## src/hdl/esr_pkg.sv

```systemverilog
// Types, codes and sizes shared by the publish/subscribe routing table.
`default_nettype none

package esr_pkg;

    localparam int EVENT_SLOTS    = 16;
    localparam int SUBS_PER_EVENT = 8;
    localparam int SUB_ID_BITS    = 8;

    localparam int SLOT_W      = (EVENT_SLOTS > 1) ? $clog2(EVENT_SLOTS) : 1;
    localparam int REG_CNT_W   = $clog2(EVENT_SLOTS + 1);
    localparam int SUB_IDX_W   = (SUBS_PER_EVENT > 1) ? $clog2(SUBS_PER_EVENT) : 1;
    localparam int CNT_W       = $clog2(SUBS_PER_EVENT + 1);
    localparam int LIST_DEPTH  = EVENT_SLOTS * SUBS_PER_EVENT;
    localparam int LIST_ADDR_W = (LIST_DEPTH > 1) ? $clog2(LIST_DEPTH) : 1;
    localparam int SUB_W       = (SUB_ID_BITS < 8) ? SUB_ID_BITS : 8;

    localparam logic [1:0] CMD_REGISTER    = 2'd0;
    localparam logic [1:0] CMD_SUBSCRIBE   = 2'd1;
    localparam logic [1:0] CMD_UNSUBSCRIBE = 2'd2;
    localparam logic [1:0] CMD_PUBLISH     = 2'd3;

    localparam logic [1:0] STS_DONE    = 2'd0;
    localparam logic [1:0] STS_FAILED  = 2'd1;
    localparam logic [1:0] STS_DELIVER = 2'd2;
    localparam logic [1:0] STS_NO_DEL  = 2'd3;

    typedef struct packed {
        logic [1:0]  cmd;
        logic [31:0] evt_id;
        logic [7:0]  subscriber_id;
        logic [31:0] event_data;
    } t_in_item;

    typedef struct packed {
        logic [1:0]  status;
        logic [7:0]  target_subscriber;
        logic [31:0] delivered_event;
        logic [31:0] delivered_data;
        logic        last;
    } t_out_item;

    typedef struct packed {
        logic [CNT_W-1:0] cnt;
        logic [31:0]      id;
    } t_tbl_ent;

    typedef struct packed {
        logic              done;
        logic              found;
        logic [SLOT_W-1:0] slot;
        logic [CNT_W-1:0]  cnt;
        logic              full;
        logic [SLOT_W-1:0] free_slot;
    } t_tbl_stat;

endpackage

`default_nettype wire

```

## src/hdl/esr_event_table.sv

```systemverilog
// Event table memory of ids and list lengths, with its fill count and a sequential lookup engine.
`default_nettype none

module esr_event_table
    import esr_pkg::*;
(
    input  wire logic              i_clk,
    input  wire logic              i_rst_n,
    input  wire logic              i_start,
    input  wire logic              i_reg_wr,
    input  wire logic              i_cnt_wr,
    input  wire logic [SLOT_W-1:0] i_cnt_slot,
    input  wire logic [CNT_W-1:0]  i_cnt_data,
    input  wire logic [31:0]       i_id,
    output t_tbl_stat              o_stat
);

    t_tbl_ent             mem_ents [EVENT_SLOTS];
    t_tbl_ent             r_q;
    logic                 r_q_vld;
    logic [SLOT_W-1:0]    r_q_idx;
    logic [REG_CNT_W-1:0] r_addr;
    logic [REG_CNT_W-1:0] r_reg_cnt;
    logic                 r_busy;
    logic                 r_done;
    logic                 r_found;
    logic [SLOT_W-1:0]    r_slot;
    logic [CNT_W-1:0]     r_cnt;
    logic                 hit;
    logic                 rd_en;

    assign hit   = r_q_vld && (r_q.id == i_id);
    assign rd_en = r_busy && !i_start && !hit && (r_addr != r_reg_cnt);

    // One entry is read per cycle; its compare happens in the next cycle.
    always_ff @(posedge i_clk) begin
        if (!i_rst_n) begin
            r_busy    <= 1'b0;
            r_done    <= 1'b0;
            r_q_vld   <= 1'b0;
            r_reg_cnt <= '0;
            r_addr    <= '0;
        end else begin
            r_done <= 1'b0;
            if (i_reg_wr) begin
                r_reg_cnt <= r_reg_cnt + 1'b1;
            end
            if (i_start) begin
                r_busy  <= 1'b1;
                r_addr  <= '0;
                r_q_vld <= 1'b0;
            end else if (r_busy) begin
                if (hit) begin
                    r_busy  <= 1'b0;
                    r_done  <= 1'b1;
                    r_found <= 1'b1;
                    r_slot  <= r_q_idx;
                    r_cnt   <= r_q.cnt;
                    r_q_vld <= 1'b0;
                end else if (r_addr == r_reg_cnt) begin
                    r_busy  <= 1'b0;
                    r_done  <= 1'b1;
                    r_found <= 1'b0;
                    r_slot  <= '0;
                    r_cnt   <= '0;
                    r_q_vld <= 1'b0;
                end else begin
                    r_q_vld <= 1'b1;
                    r_q_idx <= r_addr[SLOT_W-1:0];
                    r_addr  <= r_addr + 1'b1;
                end
            end
        end
    end

    // Each entry keeps the event id together with the length of its subscriber list.
    always_ff @(posedge i_clk) begin
        if (i_reg_wr) begin
            mem_ents[r_reg_cnt[SLOT_W-1:0]] <= {CNT_W'(0), i_id};
        end else if (i_cnt_wr) begin
            mem_ents[i_cnt_slot] <= {i_cnt_data, i_id};
        end
        if (rd_en) begin
            r_q <= mem_ents[r_addr[SLOT_W-1:0]];
        end
    end

    assign o_stat.done      = r_done;
    assign o_stat.found     = r_found;
    assign o_stat.slot      = r_slot;
    assign o_stat.cnt       = r_cnt;
    assign o_stat.full      = (r_reg_cnt == REG_CNT_W'(EVENT_SLOTS));
    assign o_stat.free_slot = r_reg_cnt[SLOT_W-1:0];

endmodule

`default_nettype wire

```

## src/hdl/event_subscription_router.sv

```systemverilog
// Publish/subscribe routing table: sequencer and subscriber list memory.
// Lookup reads one event id per cycle and stops at the first match or after the last registered id.
// Register and subscribe act in S_EXEC, then give their single result from S_RESP.
// Unsubscribe scans the list once after the lookup, shifting later entries down as it goes.
// Publish sends one delivery word per cycle from the list memory unless the output stalls.
// Reset clears control state and the fill count only; the memories are not cleared.
`default_nettype none

module event_subscription_router
    import esr_pkg::*;
(
    input  wire logic      i_clk,
    input  wire logic      i_rst_n,
    input  wire logic      i_valid,
    output logic           o_ready,
    input  wire t_in_item  i_item,
    output logic           o_valid,
    input  wire logic      i_ready,
    output t_out_item      o_result
);

    localparam logic [2:0] S_IDLE   = 3'd0;
    localparam logic [2:0] S_SEARCH = 3'd1;
    localparam logic [2:0] S_EXEC   = 3'd2;
    localparam logic [2:0] S_UNSUB  = 3'd3;
    localparam logic [2:0] S_PUB    = 3'd4;
    localparam logic [2:0] S_RESP   = 3'd5;

    logic [SUB_W-1:0] mem_list [LIST_DEPTH];

    logic [2:0]           r_state, n_state;
    t_in_item             r_item;
    logic                 r_found;
    logic [SLOT_W-1:0]    r_slot;
    logic [SUB_IDX_W-1:0] r_k, n_k;
    logic                 r_hit, n_hit;
    logic [1:0]           r_status, n_status;
    logic [CNT_W-1:0]     r_cnt_q;
    logic [SUB_W-1:0]     r_list_q;
    logic                 r_o_valid;
    t_out_item            r_o_result;

    t_tbl_stat            tbl;
    logic                 tbl_start;
    logic                 tbl_reg_wr;
    logic                 accept;
    logic                 out_free;
    logic                 out_load;
    t_out_item            out_next;
    logic                 k_last;
    logic                 match;
    logic [SUB_W-1:0]     sub_in;
    logic [LIST_ADDR_W-1:0] list_base;
    logic                 cnt_we;
    logic [CNT_W-1:0]     cnt_wdata;
    logic                 list_rd;
    logic [SUB_IDX_W-1:0] list_rk;
    logic                 list_we;
    logic [SUB_IDX_W-1:0] list_wk;
    logic [SUB_W-1:0]     list_wdata;

    esr_event_table u_table (
        .i_clk      (i_clk),
        .i_rst_n    (i_rst_n),
        .i_start    (tbl_start),
        .i_reg_wr   (tbl_reg_wr),
        .i_cnt_wr   (cnt_we),
        .i_cnt_slot (r_slot),
        .i_cnt_data (cnt_wdata),
        .i_id       (r_state == S_IDLE ? i_item.evt_id : r_item.evt_id),
        .o_stat     (tbl)
    );

    assign accept    = i_valid && (r_state == S_IDLE);
    assign out_free  = !r_o_valid || i_ready;
    assign k_last    = (CNT_W'(r_k) == r_cnt_q - 1'b1);
    assign sub_in    = r_item.subscriber_id[SUB_W-1:0];
    assign match     = (r_list_q == sub_in);
    assign list_base = LIST_ADDR_W'(r_slot) * LIST_ADDR_W'(SUBS_PER_EVENT);

    always_comb begin
        n_state    = r_state;
        n_k        = r_k;
        n_hit      = r_hit;
        n_status   = r_status;
        tbl_start  = 1'b0;
        tbl_reg_wr = 1'b0;
        cnt_we     = 1'b0;
        cnt_wdata  = '0;
        list_rd    = 1'b0;
        list_rk    = '0;
        list_we    = 1'b0;
        list_wk    = '0;
        list_wdata = r_list_q;
        out_load   = 1'b0;
        out_next   = '0;
        case (r_state)
            S_IDLE: begin
                if (accept) begin
                    tbl_start = 1'b1;
                    n_state   = S_SEARCH;
                end
            end
            S_SEARCH: begin
                if (tbl.done) begin
                    n_state = S_EXEC;
                end
            end
            S_EXEC: begin
                n_state = S_RESP;
                case (r_item.cmd)
                    CMD_REGISTER: begin
                        if (!r_found && !tbl.full) begin
                            tbl_reg_wr = 1'b1;
                            n_status   = STS_DONE;
                        end else begin
                            n_status = STS_FAILED;
                        end
                    end
                    CMD_SUBSCRIBE: begin
                        if (r_found && (r_cnt_q < CNT_W'(SUBS_PER_EVENT))) begin
                            list_we    = 1'b1;
                            list_wk    = r_cnt_q[SUB_IDX_W-1:0];
                            list_wdata = sub_in;
                            cnt_we     = 1'b1;
                            cnt_wdata  = r_cnt_q + 1'b1;
                            n_status   = STS_DONE;
                        end else begin
                            n_status = STS_FAILED;
                        end
                    end
                    CMD_UNSUBSCRIBE: begin
                        if (r_found && (r_cnt_q != '0)) begin
                            list_rd = 1'b1;
                            n_k     = '0;
                            n_hit   = 1'b0;
                            n_state = S_UNSUB;
                        end else begin
                            n_status = STS_FAILED;
                        end
                    end
                    default: begin
                        if (r_found && (r_cnt_q != '0)) begin
                            list_rd = 1'b1;
                            n_k     = '0;
                            n_state = S_PUB;
                        end else begin
                            n_status = STS_NO_DEL;
                        end
                    end
                endcase
            end
            S_UNSUB: begin
                // After the first match every later entry moves down by one place.
                if (r_hit) begin
                    list_we = 1'b1;
                    list_wk = r_k - 1'b1;
                end
                n_hit = r_hit || match;
                if (k_last) begin
                    if (n_hit) begin
                        cnt_we    = 1'b1;
                        cnt_wdata = r_cnt_q - 1'b1;
                        n_status  = STS_DONE;
                    end else begin
                        n_status = STS_FAILED;
                    end
                    n_state = S_RESP;
                end else begin
                    list_rd = 1'b1;
                    list_rk = r_k + 1'b1;
                    n_k     = r_k + 1'b1;
                end
            end
            S_PUB: begin
                // The next entry is fetched only when this word leaves, so r_list_q holds.
                if (out_free) begin
                    out_load                   = 1'b1;
                    out_next.status            = STS_DELIVER;
                    out_next.target_subscriber = 8'(r_list_q);
                    out_next.delivered_event   = r_item.evt_id;
                    out_next.delivered_data    = r_item.event_data;
                    out_next.last              = k_last;
                    if (k_last) begin
                        n_state = S_IDLE;
                    end else begin
                        list_rd = 1'b1;
                        list_rk = r_k + 1'b1;
                        n_k     = r_k + 1'b1;
                    end
                end
            end
            S_RESP: begin
                if (out_free) begin
                    out_load                 = 1'b1;
                    out_next.status          = r_status;
                    out_next.delivered_event = r_item.evt_id;
                    out_next.last            = 1'b1;
                    n_state                  = S_IDLE;
                end
            end
            default: begin
                n_state = S_IDLE;
            end
        endcase
    end

    always_ff @(posedge i_clk) begin
        if (!i_rst_n) begin
            r_state   <= S_IDLE;
            r_o_valid <= 1'b0;
            r_hit     <= 1'b0;
        end else begin
            r_state <= n_state;
            r_hit   <= n_hit;
            if (out_load) begin
                r_o_valid <= 1'b1;
            end else if (i_ready) begin
                r_o_valid <= 1'b0;
            end
        end
    end

    always_ff @(posedge i_clk) begin
        r_k      <= n_k;
        r_status <= n_status;
        if (accept) begin
            r_item <= i_item;
        end
        if (r_state == S_SEARCH && tbl.done) begin
            r_found <= tbl.found;
            r_slot  <= tbl.slot;
            r_cnt_q <= tbl.cnt;
        end
        if (out_load) begin
            r_o_result <= out_next;
        end
    end

    always_ff @(posedge i_clk) begin
        if (list_we) begin
            mem_list[list_base + LIST_ADDR_W'(list_wk)] <= list_wdata;
        end
        if (list_rd) begin
            r_list_q <= mem_list[list_base + LIST_ADDR_W'(list_rk)];
        end
    end

    assign o_ready  = (r_state == S_IDLE);
    assign o_valid  = r_o_valid;
    assign o_result = r_o_result;

endmodule

`default_nettype wire

```

## config.mk

```make
export PLATFORM = sky130hd
export DESIGN_NAME = event_subscription_router
export DESIGN_NICKNAME = d
export VERILOG_FILES = /design/src/hdl/esr_pkg.sv /design/src/hdl/esr_event_table.sv /design/src/hdl/event_subscription_router.sv
export SDC_FILE = /design/constraint.sdc
export NUM_CORES = 2
export LEC_CHECK = 0
export BUFFER_PORTS_ARGS = -buffer_cell sky130_fd_sc_hd__buf_2
export CAP_MARGIN = 30
export CORE_AREA = 2 2 374 654
export CTS_CLUSTER_DIAMETER = 50
export DETAILED_ROUTE_END_ITERATION = 10
export DIE_AREA = 0 0 376 656
export HOLD_SLACK_MARGIN = 0.1
export PLACE_DENSITY = 0.44
export SKIP_CTS_REPAIR_TIMING = 1
export SLEW_MARGIN = 20
export SYNTH_ARGS = -nofsm -noshare
export SYNTH_HDL_FRONTEND = slang
export SYNTH_SLANG_ARGS = --single-unit
```

## constraint.sdc

```tcl
create_clock -name i_clk -period 7.7 [get_ports i_clk]
set_input_delay 1.925 -clock i_clk [delete_from_list [all_inputs] [get_ports i_clk]]
set_output_delay 1.925 -clock i_clk [all_outputs]
set_load 0.05 [all_outputs]
```

==> summary.txt <==
Clock tree
  • Clock sink count: 1838
  • Reg clk slew, reported paths: 0.06 ns
  • H-tree depth reported by CTS: 4
  • Clock buffer depth: 4
  • CTS tree: built
  • Clk root buf: clkbuf_16
  • Number of buffers created by CTS: 190
  • Latest clock arrival within the worst-skew pair: around 0.87 ns

Layout
  • Final nets: approximately 4500
  • Share of post-route cells with drive strength above 1: a little over a fifth
  • Area delta synth->final: 16.0%
  • Final instance area: between 80000 and 90000 um2

Synthesis
  • Avg Inst Size Synth: roughly 17 um2
  • Post-Synthesis Cells: about 4200
  • Simple-Gate Fraction of Synth Area: 7.19%
  • EDFF count, synth: about 1800
  • Number of distinct library cells after synthesis: 86
  • Mux cell area share after synthesis: approximately 9.7%
  • Largest family of logic cells by synthesized area: multiplexers
  • Post-synthesis xor/xnor area fraction: less than 1%
  • Yosys warnings: 0
  • Flops & latches, synth: approximately 1800
  • Asr flop ratio synth: 0%
  • Area share of fa/ha/maj cells after synthesis: 0.139%
  • Part of the Yosys area used for sequential elements: roughly three quarters
  • Synth Area in Compound Gates: 4.29%
  • Synth Cell Area: 72100 um2
  • Mapped Nets: 4241
  • Ys flop type: edfxtp_1

Worst setup path
  • Worst-path fanout max: 31
  • Nature of the critical path endpoint: flop
  • Slowest cell on the critical path: nor4_1
  • Critical path data required time: approximately 8.3 ns
  • WP data arrival: 6.19 ns
  • R2R setup slack: 2.15 ns
  • Worst path cell trace: buf_2 > nor2b_1 > buf_4 > o21ai_4 > buf_4 > nand2_2 > nor2_4 > buf_4 > buf_4 > mux4_2 > o2bb2ai_1 > nor4_1 > nand3_1 > a311o_1
  • RR Endpoint: r_list_q[2]
  • CP top delay family: buffers and inverters
  • Crit Path Class: in2reg
  • CP bufs+invs: 5
  • Worst path most repeated cell: buf_4
  • Startpoint type of the worst setup path: input port
  • Crit path largest cell delay: 0.78 ns
  • Critical R2R Launch: r_cnt_q[0]
  • Reg2Reg Depth: 15
  • Crit path depth: 14

Global route
  • Vias in the first global route: a little over 40000
  • Initial antenna violation count: 11
  • Largest net degree at the start of global routing: around 100
  • Overflow after GRT: 0
  • First-pass GRT wire length: 335 mm
  • GRT Overall Usage: approximately 19%

Placement
  • PortBufs: around 150
  • Dpl cell area: around 78000 um2
  • RD Place Congestion: a little over 0.9
  • Placement Setup Slack: roughly 1.2 ns
  • Post-DP HPWL: about 150 mm

Power
  • Max IR drop VDD: ~0.20 mV
  • LEAKAGE: approximately 27 nW
  • PD cells: 248 nW/um2

Detailed routing
  • Post-Route WL: ~240 mm
  • WL/cell: between 30 and 40 um
  • Drt initial violations: about 3300
  • Number of routed nets with antenna violations: 0
  • Vias per cell: between 5 and 6
  • Vias: 40100
  • DRC viols: 0
  • Drt pass-1 iters: 6

Timing
  • Fin Setup TNS: 0 ns
  • Final setup violation count: 0
  • Fin Hold WS: ~0.42 ns
  • Endpoints failing hold: 0
  • Max-slew violation count: 0
  • Tcrit/Tclk final: between 70% and 80%
  • RSZ-0062 raised after global routing: no
  • Final worst slack: between 2 and 2.5 ns
  • Max Fclk: 180 MHz
  • Transition time of the tightest slew-check pin: around 1.0 ns
  • Worst slew margin relative to its limit: roughly 30%
  • Setup Skew: approximately 0.09 ns
  • Final worst path period need: 5.57 ns

Die
  • DIE WIDTH: roughly 380 um
  • Core Region: about 240000 um2
  • Initial Util: 29.8%
  • Die height: ~660 um
  • Top-level port count: between 150 and 200
  • DIE AREA: between 200000 and 250000 um2
  • Rows: approximately 240

Job
  • Max Cap Violations: 0

Hold path
  • HP Class: reg2reg
  • Hold depth: 0
  • Hold worst-path end: r_slot[0]
  • HP Start: u_table.r_slot[0]

Run status
  • Run status: finished, final reports clean
routing by layer:
| layer | GRT usage, % | part of all wire (%) | vias up |
|---|---|---|---|
| met5 | 0 | 0.015 | - |
| met4 | 10.9 | 6.6 | 6 |
| met3 | 3.00 | 4.9 | 490 |
| met2 | 35.2 | 53 | 1362 |
| met1 | 21.3 | 36 | 21200 |
| li1 | - | - | 17000 |
cell families after synthesis:
group,count (synthesis)
flip-flops,1838
adder cells (fa/ha/maj),8
AND/OR/NAND/NOR,1139
AO/OA/AOI/OAI,442
buffers and inverters,278
XOR/XNOR,59
multiplexers,391
worst register-to-register path, delay by kind of cell (launching register included):
family | cells | cell delay (ns)
compound gates | 5 | 1.36
simple gates | 3 | 1.21
mux | 1 | 0.80
buf+inv | 3 | 0.65
fa+ha+maj | 2 | 0.61
flops | 1 | 0.52
xor+xnor | 1 | 0.19
state kept, by name, summed over array words and instances, names as in the netlist, 5 cells and up:
| signal | flops |
|---|---|
| r_item | 66 |
| u_table.r_reg_cnt | 5 |
| o_result | 75 |
| u_table.mem_ents | 576 |
| r_list_q | 8 |
| mem_list | 1024 |
| u_table.r_q | 36 |
| sub_in | 8 |
| u_table.r_addr | 5 |
report_power, final:
group / switching [mW] / internal (mW) / leakage, nW
Sequential: 0.0290 / 11.1 / 16.6
Clock: 3.99 / 4.87 / 2.79
Combinational: 0.580 / 0.174 / 7.39
how the worst max path moves through the flow:
stage                     startpoint        endpoint
after CTS                 r_cnt_q[0]     r_list_q[2]
after global placement       i_ready     r_list_q[3]
after detailed placement     i_ready     r_list_q[3]
after floorplan              i_valid  u_table.r_q[0]
after global routing      r_cnt_q[0]     r_list_q[0]
final                        i_ready     r_list_q[3]
per-stage QoR:
step	power (mW)	util [%]	instances
floorplan	11.7	-	4155
global placement	12.1	32.0	7347
detailed placement	12.1	32.2	7384
CTS	20.9	34.6	7720
global route	21.3	34.6	7731
finish	20.7	34.6	7734
layout make-up:
cell class | instances | area (um2)
well taps | 3133 | 3920
multi-input cells | 2039 | 16300
fillers | 23000 | 158000
clock buffers | 231 | 4930
clock inverters | 105 | 805
flip-flops and latches | 1838 | 55000
repair buffers | 350 | 2560
inverters | 34 | 130
diodes | 4 | 10.0
cell usage after synthesis, drive strengths merged (28+ instances only):
cell / n / area share, %
a211oi: 48 / 0.50
a21oi: 105 / 0.74
a31oi: 36 / 0.33
and2: 52 / 0.45
and3: 99 / 0.86
buf: 115 / 0.84
clkbuf: 129 / 0.68
edfxtp: 1820 / 76
inv: 33 / 0.17
mux2: 42 / 0.66
mux2i: 107 / 1.5
mux4: 242 / 7.6
nand2: 478 / 2.5
nand3: 207 / 1.4
nor2: 210 / 1.1
o21ai: 49 / 0.35
xnor2: 28 / 0.34
xor2: 31 / 0.38
cell usage in the layout, fill, tap and decap left out, types with 12 or more instances in the layout:
cell type and n:
a211oi_1 47, clkbuf_16 191, and3_1 99, inv_1 29, nand3_1 203, mux4_2 242, clkinv_2 26, o22ai_1 26
buf_2 155, nor3_1 23, mux2_2 34, nor2_4 21, nor4_1 17, nand4_1 12, clkinv_1 47, buf_12 12
a21oi_1 104, a221oi_1 14, nand2_1 471, a32oi_1 14, nor2_1 178, o21ai_0 45, and2_1 52, xor2_1 31
xnor2_1 28, edfxtp_1 1820, buf_4 169, clkbuf_1 40, a22oi_1 23, o211ai_1 12, mux2i_1 107, dfxtp_1 14
a31oi_1 35
(Power assumes the default switching activity.)
